### src/design/pfab_pkg.sv
package pfab_pkg;

  // Source formats
  localparam logic [2:0] SRC_RGB565   = 3'd0;
  localparam logic [2:0] SRC_RGB888   = 3'd1;
  localparam logic [2:0] SRC_ARGB8565 = 3'd2;
  localparam logic [2:0] SRC_ARGB8888 = 3'd3;
  localparam logic [2:0] SRC_PALETTE  = 3'd4;
  localparam logic [2:0] SRC_MASK     = 3'd5;

  // Destination formats
  localparam logic [1:0] DST_RGB565   = 2'd0;
  localparam logic [1:0] DST_RGB888   = 2'd1;
  localparam logic [1:0] DST_ARGB8888 = 2'd2;

  // Blend modes
  localparam logic [1:0] BLEND_COVER = 2'd0;
  localparam logic [1:0] BLEND_FADE  = 2'd1;
  localparam logic [1:0] BLEND_FILTER = 2'd2;
  localparam logic [1:0] BLEND_OVER  = 2'd3;

  // Register indexes
  localparam int unsigned CFG_IDX_W = 3;
  localparam logic [CFG_IDX_W-1:0] CFG_SRC_FORMAT = 3'd0;
  localparam logic [CFG_IDX_W-1:0] CFG_DST_FORMAT = 3'd1;
  localparam logic [CFG_IDX_W-1:0] CFG_OPACITY    = 3'd2;
  localparam logic [CFG_IDX_W-1:0] CFG_BLEND_SEL  = 3'd3;
  localparam logic [CFG_IDX_W-1:0] CFG_MIX_COLOR  = 3'd4;

  localparam logic [7:0] ALPHA_OPAQUE = 8'hff;
  localparam logic [15:0] ROUND_BIAS  = 16'd127;

  typedef struct packed {
    logic [7:0] a;
    logic [7:0] r;
    logic [7:0] g;
    logic [7:0] b;
  } argb_t;

  typedef struct packed {
    logic [2:0]  src_format;
    logic [1:0]  dst_format;
    logic [7:0]  opacity;
    logic [1:0]  blend_sel;
    logic [31:0] mix_color;
  } cfg_t;

  // After unpack
  typedef struct packed {
    argb_t       src;
    argb_t       dst;
    logic [15:0] mask_prod;
  } dec_t;

  // After alpha resolve
  typedef struct packed {
    argb_t src;
    argb_t dst;
  } alp_t;

  // After weight
  typedef struct packed {
    argb_t      src;
    argb_t      dst;
    logic [7:0] w;
    logic [7:0] salpha;
    logic       bypass;
    argb_t      byp;
  } wgt_t;

  // After mix products
  typedef struct packed {
    logic [15:0] t_a;
    logic [15:0] t_r;
    logic [15:0] t_g;
    logic [15:0] t_b;
    logic        bypass;
    argb_t       byp;
  } mix_t;

  // floor(p / 255), exact for p up to 255*255
  function automatic logic [7:0] div255(input logic [15:0] p);
    logic [16:0] s;
    s = {1'b0, p} + 17'd1 + {9'd0, p[15:8]};
    return s[15:8];
  endfunction

  // (t * 257) >> 16, low eight bits
  function automatic logic [7:0] round255(input logic [15:0] t);
    logic [23:0] s;
    s = {t, 8'd0} + {8'd0, t};
    return s[23:16];
  endfunction

endpackage

### src/design/pfab_unpack.sv
module pfab_unpack
  import pfab_pkg::*;
(
  input  logic        clk,
  input  logic        en,
  input  cfg_t        cfg,
  input  logic [31:0] src_pixel,
  input  logic [31:0] dst_pixel,
  output dec_t        dec
);

  argb_t       src_x;
  argb_t       dst_x;
  logic [15:0] mprod;

  always_comb begin
    src_x = '{a: src_pixel[31:24], r: src_pixel[23:16], g: src_pixel[15:8], b: src_pixel[7:0]};
    case (cfg.src_format)
      SRC_RGB565: begin
        src_x = '{a: ALPHA_OPAQUE, r: {src_pixel[15:11], 3'd0},
                  g: {src_pixel[10:5], 2'd0}, b: {src_pixel[4:0], 3'd0}};
      end
      SRC_ARGB8565: begin
        src_x = '{a: src_pixel[23:16], r: {src_pixel[15:11], 3'd0},
                  g: {src_pixel[10:5], 2'd0}, b: {src_pixel[4:0], 3'd0}};
      end
      SRC_RGB888, SRC_PALETTE: begin
        src_x.a = ALPHA_OPAQUE;
      end
      SRC_MASK: begin
        // alpha gets resolved one stage later from the mask product
        src_x = '{a: ALPHA_OPAQUE, r: cfg.mix_color[23:16],
                  g: cfg.mix_color[15:8], b: cfg.mix_color[7:0]};
      end
      default: ;
    endcase
  end

  always_comb begin
    dst_x = '{a: dst_pixel[31:24], r: dst_pixel[23:16], g: dst_pixel[15:8], b: dst_pixel[7:0]};
    case (cfg.dst_format)
      DST_RGB565: begin
        dst_x = '{a: ALPHA_OPAQUE, r: {dst_pixel[15:11], 3'd0},
                  g: {dst_pixel[10:5], 2'd0}, b: {dst_pixel[4:0], 3'd0}};
      end
      DST_RGB888: begin
        dst_x.a = ALPHA_OPAQUE;
      end
      default: ;
    endcase
  end

  assign mprod = 16'(src_pixel[7:0]) * 16'(cfg.mix_color[31:24]);

  always_ff @(posedge clk) begin
    if (en) begin
      dec <= '{src: src_x, dst: dst_x, mask_prod: mprod};
    end
  end

endmodule

### src/design/pfab_weight.sv
module pfab_weight
  import pfab_pkg::*;
(
  input  logic clk,
  input  logic en_alpha,
  input  logic en_weight,
  input  cfg_t cfg,
  input  dec_t dec,
  output wgt_t wgt
);

  alp_t        alp;
  argb_t       src_a;
  logic [15:0] wprod;
  logic [7:0]  wdiv;
  wgt_t        wgt_next;

  always_comb begin
    src_a = dec.src;
    if (cfg.src_format == SRC_MASK) begin
      src_a.a = div255(dec.mask_prod);
    end
  end

  always_ff @(posedge clk) begin
    if (en_alpha) begin
      alp <= '{src: src_a, dst: dec.dst};
    end
  end

  assign wprod = 16'(alp.src.a) * 16'(cfg.opacity);
  assign wdiv  = div255(wprod);

  always_comb begin
    wgt_next.src    = alp.src;
    wgt_next.dst    = alp.dst;
    wgt_next.w      = wdiv;
    wgt_next.salpha = wdiv;
    wgt_next.bypass = 1'b0;
    wgt_next.byp    = alp.src;
    case (cfg.blend_sel)
      BLEND_COVER: begin
        wgt_next.bypass = 1'b1;
      end
      BLEND_FADE: begin
        wgt_next.w      = cfg.opacity;
        wgt_next.salpha = alp.src.a;
      end
      BLEND_FILTER: begin
        // black key: keep the destination
        if (alp.src.r == 8'd0 && alp.src.g == 8'd0 && alp.src.b == 8'd0) begin
          wgt_next.bypass = 1'b1;
          wgt_next.byp    = alp.dst;
        end
      end
      default: ;
    endcase
  end

  always_ff @(posedge clk) begin
    if (en_weight) begin
      wgt <= wgt_next;
    end
  end

endmodule

### src/design/pfab_mix.sv
module pfab_mix
  import pfab_pkg::*;
(
  input  logic clk,
  input  logic en,
  input  wgt_t wgt,
  output mix_t mix
);

  logic [7:0] inv_w;

  assign inv_w = ~wgt.w;

  function automatic logic [15:0] blend_sum(input logic [7:0] iw, input logic [7:0] d,
                                            input logic [7:0] w, input logic [7:0] s);
    return 16'(iw) * 16'(d) + 16'(w) * 16'(s) + ROUND_BIAS;
  endfunction

  always_ff @(posedge clk) begin
    if (en) begin
      mix.t_a    <= blend_sum(inv_w, wgt.dst.a, wgt.w, wgt.salpha);
      mix.t_r    <= blend_sum(inv_w, wgt.dst.r, wgt.w, wgt.src.r);
      mix.t_g    <= blend_sum(inv_w, wgt.dst.g, wgt.w, wgt.src.g);
      mix.t_b    <= blend_sum(inv_w, wgt.dst.b, wgt.w, wgt.src.b);
      mix.bypass <= wgt.bypass;
      mix.byp    <= wgt.byp;
    end
  end

endmodule

### src/design/pfab_pack.sv
module pfab_pack
  import pfab_pkg::*;
(
  input  logic        clk,
  input  logic        en,
  input  cfg_t        cfg,
  input  mix_t        mix,
  output logic [31:0] out_pixel
);

  argb_t       c;
  logic [31:0] packed_px;

  always_comb begin
    if (mix.bypass) begin
      c = mix.byp;
    end else begin
      c = '{a: round255(mix.t_a), r: round255(mix.t_r),
            g: round255(mix.t_g), b: round255(mix.t_b)};
    end
  end

  always_comb begin
    case (cfg.dst_format)
      DST_RGB565: packed_px = {16'd0, c.r[7:3], c.g[7:2], c.b[7:3]};
      DST_RGB888: packed_px = {8'd0, c.r, c.g, c.b};
      default:    packed_px = {c.a, c.r, c.g, c.b};
    endcase
  end

  always_ff @(posedge clk) begin
    if (en) begin
      out_pixel <= packed_px;
    end
  end

endmodule

### src/design/pixel_format_alpha_blend_unit.sv
// Channel   | handshake                 | payload
// ----------+---------------------------+--------------------------------
// pixel in  | pix_valid / pix_stall     | src_pixel[31:0], dst_pixel[31:0]
// result    | res_valid / res_stall     | out_pixel[31:0]
// config    | cfg_we                    | cfg_index[2:0], cfg_data[31:0]
//
// One pixel per clock while res_stall is low; a beat passes five register stages (unpack,
// alpha resolve, weight, mix products, round and pack) on its way to out_pixel.
// Reset (rst, synchronous) empties the pipe and loads the register defaults.
// Each stage holds only while it is full and the stage after it holds, so
// bubbles close up under res_stall; pix_stall rises only when all five stages are full.
module pixel_format_alpha_blend_unit
  import pfab_pkg::*;
(
  input  logic                 clk,
  input  logic                 rst,
  input  logic                 cfg_we,
  input  logic [CFG_IDX_W-1:0] cfg_index,
  input  logic [31:0]          cfg_data,
  input  logic                 pix_valid,
  output logic                 pix_stall,
  input  logic [31:0]          src_pixel,
  input  logic [31:0]          dst_pixel,
  output logic                 res_valid,
  input  logic                 res_stall,
  output logic [31:0]          out_pixel
);

  cfg_t       cfg;
  logic [3:0] vld;   // valid bits of the four inner stages
  logic [4:0] en;    // advance enable per stage, last one is the output register
  dec_t       dec;
  wgt_t       wgt;
  mix_t       mix;

  // Configuration registers; writes past the last index are dropped.
  always_ff @(posedge clk) begin
    if (rst) begin
      cfg.src_format <= SRC_ARGB8888;
      cfg.dst_format <= DST_ARGB8888;
      cfg.opacity    <= 8'hff;
      cfg.blend_sel  <= BLEND_OVER;
      cfg.mix_color  <= 32'd0;
    end else if (cfg_we) begin
      unique case (cfg_index)
        CFG_SRC_FORMAT: cfg.src_format <= cfg_data[2:0];
        CFG_DST_FORMAT: cfg.dst_format <= cfg_data[1:0];
        CFG_OPACITY:    cfg.opacity    <= cfg_data[7:0];
        CFG_BLEND_SEL:  cfg.blend_sel  <= cfg_data[1:0];
        CFG_MIX_COLOR:  cfg.mix_color  <= cfg_data;
        default: ;
      endcase
    end
  end

  // Advance a stage when it is empty or the next one advances.
  always_comb begin
    en[4] = !res_valid || !res_stall;
    for (int k = 3; k >= 0; k--) begin
      en[k] = !vld[k] || en[k+1];
    end
  end

  assign pix_stall = !en[0];

  // Valid bits travel with the beat.
  always_ff @(posedge clk) begin
    if (rst) begin
      vld       <= '0;
      res_valid <= 1'b0;
    end else begin
      if (en[0]) vld[0] <= pix_valid;
      for (int k = 1; k < 4; k++) begin
        if (en[k]) vld[k] <= vld[k-1];
      end
      if (en[4]) res_valid <= vld[3];
    end
  end

  pfab_unpack u_unpack (
    .clk       (clk),
    .en        (en[0]),
    .cfg       (cfg),
    .src_pixel (src_pixel),
    .dst_pixel (dst_pixel),
    .dec       (dec)
  );

  pfab_weight u_weight (
    .clk       (clk),
    .en_alpha  (en[1]),
    .en_weight (en[2]),
    .cfg       (cfg),
    .dec       (dec),
    .wgt       (wgt)
  );

  pfab_mix u_mix (
    .clk (clk),
    .en  (en[3]),
    .wgt (wgt),
    .mix (mix)
  );

  pfab_pack u_pack (
    .clk       (clk),
    .en        (en[4]),
    .cfg       (cfg),
    .mix       (mix),
    .out_pixel (out_pixel)
  );

  // Input backpressure only when the whole pipe is full and the output holds.
  a_stall_full: assert property (@(posedge clk) disable iff (rst)
    pix_stall |-> (&vld && res_valid && res_stall))
    else $error("pix_stall with a bubble in the pipe");

  // An accepted beat lands in the first stage.
  a_accept_lands: assert property (@(posedge clk) disable iff (rst)
    (pix_valid && !pix_stall) |=> vld[0])
    else $error("accepted beat lost at entry");

  // A beat in the last inner stage that advances reaches the output.
  a_reach_out: assert property (@(posedge clk) disable iff (rst)
    (vld[3] && en[4]) |=> res_valid)
    else $error("beat lost before output");

  // A held stage keeps its beat.
  a_hold_stage: assert property (@(posedge clk) disable iff (rst)
    (vld[3] && !en[3]) |=> vld[3])
    else $error("held beat dropped");

endmodule

### config.mk
export PLATFORM = sky130hd
export DESIGN_NAME = pixel_format_alpha_blend_unit
export DESIGN_NICKNAME = d
export VERILOG_FILES = /design/src/design/pfab_pkg.sv /design/src/design/pfab_unpack.sv /design/src/design/pfab_weight.sv /design/src/design/pfab_mix.sv /design/src/design/pfab_pack.sv /design/src/design/pixel_format_alpha_blend_unit.sv
export SDC_FILE = /design/constraint.sdc
export NUM_CORES = 2
export LEC_CHECK = 0
export ABC_CLOCK_PERIOD_IN_PS = 9620
export BUFFER_PORTS_ARGS = -buffer_cell sky130_fd_sc_hd__buf_4
export CORE_UTILIZATION = 47
export CTS_CLUSTER_SIZE = 40
export DETAILED_ROUTE_END_ITERATION = 16
export PLACE_DENSITY = 0.63
export SYNTH_ARGS = -nofsm -noshare
export SYNTH_HDL_FRONTEND = slang
export SYNTH_SLANG_ARGS = --single-unit
### constraint.sdc
create_clock -name clk -period 9.62 [get_ports clk]
set_input_delay 1.443 -clock clk [delete_from_list [all_inputs] [get_ports clk]]
set_output_delay 1.443 -clock clk [all_outputs]
set_load 0.05 [all_outputs]
==> metrics.txt <==
# TYPE chip_impl_metric gauge
chip_impl_metric{name="max-slew-margin-rel",unit=""} 0.225
chip_impl_metric{name="postCtsSetupBuffers",unit=""} 0
chip_impl_metric{name="fmax",unit="MHz"} 152
chip_impl_metric{name="regToRegSetupSlack",unit="ns"} 3.03
chip_impl_metric{name="floorplan.initialDensity",unit=""} 0.478
chip_impl_metric{name="dieHeight",unit="µm"} 289
chip_impl_metric{name="place_area",unit="µm²"} 40800
chip_impl_metric{name="die_w",unit="µm"} 289
chip_impl_metric{name="ys_async_sr_fraction",unit=""} 0
chip_impl_metric{name="drt_first_pass_iters",unit=""} 7
chip_impl_metric{name="final_core_util",unit=""} 0.525
chip_impl_info{name="grt_setup_unrepaired",value="false"} 1
chip_impl_metric{name="routed_via_count",unit=""} 25111
chip_impl_metric{name="clockBufferDepth",unit=""} 3
chip_impl_metric{name="post-route-min-period",unit="ns"} 6.59
chip_impl_metric{name="setup-tns-final",unit="ns"} 0
chip_impl_info{name="worstHoldPathType",value="reg2reg"} 1
chip_impl_metric{name="core",unit="µm²"} 80900
chip_impl_metric{name="synth_fp_nets",unit=""} 4556
chip_impl_metric{name="required_time_at_the_worst_slack_endpoint",unit="ns"} 9.96
chip_impl_info{name="outcome",value="finished clean"} 1
chip_impl_metric{name="hold_ws",unit="ns"} 0.416
chip_impl_metric{name="grt-ovfl-total",unit=""} 0
chip_impl_metric{name="routed_wl",unit="mm"} 89.2
chip_impl_metric{name="worst-r2r-cell-count",unit=""} 22
chip_impl_metric{name="postSynthCellCount",unit=""} 3629
chip_impl_metric{name="synth_enable_flop_cells",unit=""} 378
chip_impl_metric{name="fp.dieArea",unit="µm²"} 83400
chip_impl_metric{name="detail_route.vias_per_cell",unit=""} 5.21
chip_impl_metric{name="timing.critical_path.arrival",unit="ns"} 6.93
chip_impl_metric{name="timing.max_cap.violations",unit=""} 0
chip_impl_metric{name="ant_nets",unit=""} 0
chip_impl_metric{name="postCtsResizedCells",unit=""} 0
chip_impl_metric{name="yosysWarningCount",unit=""} 0
chip_impl_metric{name="track_usage",unit=""} 0.225
chip_impl_metric{name="clock_sinks",unit=""} 430
chip_impl_info{name="min_to",value="u_weight.alp[49]"} 1
chip_impl_metric{name="yosys_register_bits",unit=""} 430
chip_impl_info{name="tritoncts",value="done"} 1
chip_impl_metric{name="antenna_cells",unit=""} 0
chip_impl_metric{name="core.rowCount",unit=""} 104
chip_impl_metric{name="synth-seq-area-share",unit=""} 0.321
chip_impl_metric{name="first_pass_grt_wire_length",unit="mm"} 144
chip_impl_info{name="synth_largest_area_cell",value="edfxtp_1"} 1
chip_impl_metric{name="cts.hold.buffers_added",unit=""} 0
chip_impl_metric{name="io-pin-count",unit=""} 138
chip_impl_info{name="worstHoldStart",value="u_unpack.dec[65]"} 1
chip_impl_info{name="synth.top_cells.by_area",value="edfxtp_1 29%, fa_1 25%, ha_1 11%, inv_1 6.1%, nand2_1 4.3%"} 1
chip_impl_metric{name="number_of_antenna_violations_at_the_first_check_in_global_routing",unit=""} 2
chip_impl_metric{name="finalSetupViolations",unit=""} 0
chip_impl_metric{name="drc_errors",unit=""} 0
chip_impl_metric{name="drive_gt1_frac",unit=""} 0.0771
chip_impl_metric{name="timing_hold_violations_final",unit=""} 0
chip_impl_metric{name="filler_cell_count",unit=""} 7299
chip_impl_metric{name="skew",unit="ns"} 0.0341
chip_impl_info{name="regToRegEndpoint",value="u_weight.wgt[35]"} 1
chip_impl_metric{name="layout_worst_path_cycle_share",unit=""} 0.685
chip_impl_metric{name="grt_start_max_net_pins",unit=""} 68
chip_impl_info{name="cp-start-kind",value="flip-flop"} 1
chip_impl_metric{name="crit_fanout",unit=""} 10
chip_impl_metric{name="holdPathStages",unit=""} 0
chip_impl_metric{name="first_iter_violations",unit=""} 1619
chip_impl_info{name="clock-root-buffer",value="clkbuf_16"} 1
chip_impl_metric{name="clk-insertion-delay-late",unit="ns"} 0.61
chip_impl_metric{name="dp_hpwl",unit="mm"} 66.8
chip_impl_metric{name="flow.area_growth_from_synthesis",unit="%"} 9.96
chip_impl_info{name="setup.worst_path.class",value="reg2reg"} 1
chip_impl_metric{name="finalMaxSlewViolations",unit=""} 0
chip_impl_info{name="crit-reg2reg-launch",value="u_weight.alp[61]"} 1
chip_impl_metric{name="final_design_area_no_fill",unit="µm²"} 42500
chip_impl_metric{name="netlist-cell-type-count",unit=""} 76
chip_impl_info{name="endpoint_kind",value="flip-flop"} 1
chip_impl_info{name="synthFlopType",value="edfxtp_1"} 1
chip_impl_metric{name="via_count_of_the_first_global_routing_pass",unit=""} 26113
chip_impl_metric{name="final_nets",unit=""} 4647
chip_impl_metric{name="globalplace.congestion",unit=""} 0.848
chip_impl_metric{name="cts_buffers",unit=""} 48
chip_impl_metric{name="routed_len_inst",unit="µm"} 18.5
chip_impl_metric{name="syn_area",unit="µm²"} 38700
chip_impl_metric{name="avgSynthCellArea",unit="µm²"} 10.7
chip_impl_metric{name="clkSlewWorstSetupHoldPaths",unit="ns"} 0.06
chip_impl_metric{name="htree_levels",unit=""} 2
chip_impl_metric{name="synth.top_cell.area_share",unit=""} 0.294
chip_impl_metric{name="portBuffers",unit=""} 137
chip_impl_metric{name="timing_worst_slew_pin_value",unit="ns"} 1.16
-- stage by stage --
stage	setup WS, ns	std cells
after global routing	2.68	4820
after floorplan	2.75	3629
final	3.03	4820
after detailed placement	3.04	4730
after global placement	3.15	4730
after CTS	3.02	4820
-- registers in the layout (all words and copies together) (netlist names) --
signal	cells
u_weight.wgt	105
u_unpack.dec	80
vld	4
u_pack.out_pixel	32
u_mix.mix	97
cfg	47
u_weight.alp	64
res_valid	1
-- critical path, stage by stage, from the launching register on --
cell,delay (ns)
edfxtp_1,0.56
nand2_1,0.13
fa_1,0.54
fa_1,0.55
inv_1,0.05
fa_1,0.48
inv_1,0.05
fa_1,0.48
inv_1,0.04
ha_1,0.33
a2111o_1,0.42
a21o_1,0.20
nand4_1,0.09
nor3b_2,0.41
clkinv_1,0.18
ha_1,0.32
nor2b_1,0.17
a211oi_1,0.07
a21oi_1,0.35
a41oi_2,0.25
nand2b_1,0.23
xnor2_1,0.15
mux2_2,0.28
-- final cells by class --
cell class	instances	area, µm²	share of cell area
clock buffers	53	1240	0.0292
clock inverters	37	472	0.0111
inverters	633	2380	0.0560
multi-input cells	2444	23500	0.552
flip-flops and latches	430	12400	0.292
well taps	1060	1330	0.0312
repair buffers	163	1220	0.0288
-- cells in the mapped netlist (all sizes together), types with 15 or more instances --
cell / count
clkbuf: 111
fa: 484
a21o: 55
xor2: 30
nand2: 444
nor3: 20
nand2b: 150
nor2b: 149
a211o: 16
dfxtp: 52
a21oi: 99
and2: 207
nand3: 49
nor2: 66
inv: 632
o21ai: 46
a22oi: 16
xnor2: 96
edfxtp: 378
ha: 339
mux2: 15
-- worst max path at each step --
stage,startpoint,end,slack (ns),depth (start not counted)
floorplan,res_stall,pix_stall,2.75,4
global placement,cfg[36],u_weight.wgt[47],3.15,22
detailed placement,cfg[36],u_weight.wgt[35],3.04,22
CTS,cfg[36],u_weight.wgt[35],3.02,22
global route,u_weight.alp[61],u_weight.wgt[35],2.68,22
finish,u_weight.alp[61],u_weight.wgt[35],3.03,22
-- cells by family after synthesis --
kind of cell	Yosys count	share of synthesized area
AND/OR/NAND/NOR	1151	0.152
adder cells (fa/ha/maj)	823	0.360
buffers and inverters	755	0.0733
flip-flops	430	0.321
AO/OA/AOI/OAI	319	0.0561
XOR/XNOR	126	0.0286
multiplexers	25	0.00858
-- per-layer routing --
metal | global-route usage | vias to the layer above | wire [µm]
met5 | 0 | - | 31
met4 | 0.0605 | 4 | 2320
met3 | 0.0339 | 118 | 5000
met2 | 0.358 | 593 | 41200
met1 | 0.320 | 12636 | 40600
li1 | - | 11760 | -
-- cells in the final DEF (no fill, tap or decap), types with 7 or more instances in the layout --
cell and instances:
o31ai_1 7, mux2_2 15, nand3_1 48, xor2_1 30, buf_4 163, edfxtp_1 378
and3_1 12, fa_1 484, xnor2_1 96, clkbuf_16 49, dfxtp_1 52, nand2b_1 150
ha_1 339, o21a_1 7, nand4_1 11, inv_1 631, nor2_1 64, nand2_1 442
and2_1 207, bufinv_16 9, a21oi_1 99, or2_2 8, clkinv_1 11, o21ai_0 40
a21o_1 54, nor3_1 18, a22oi_1 16, or3_1 12, a211oi_1 10, nor2b_1 149
a211o_1 16
Power is not shown: default switching activity piles up to over one toggle a cycle in this logic, so the estimate is an artifact.
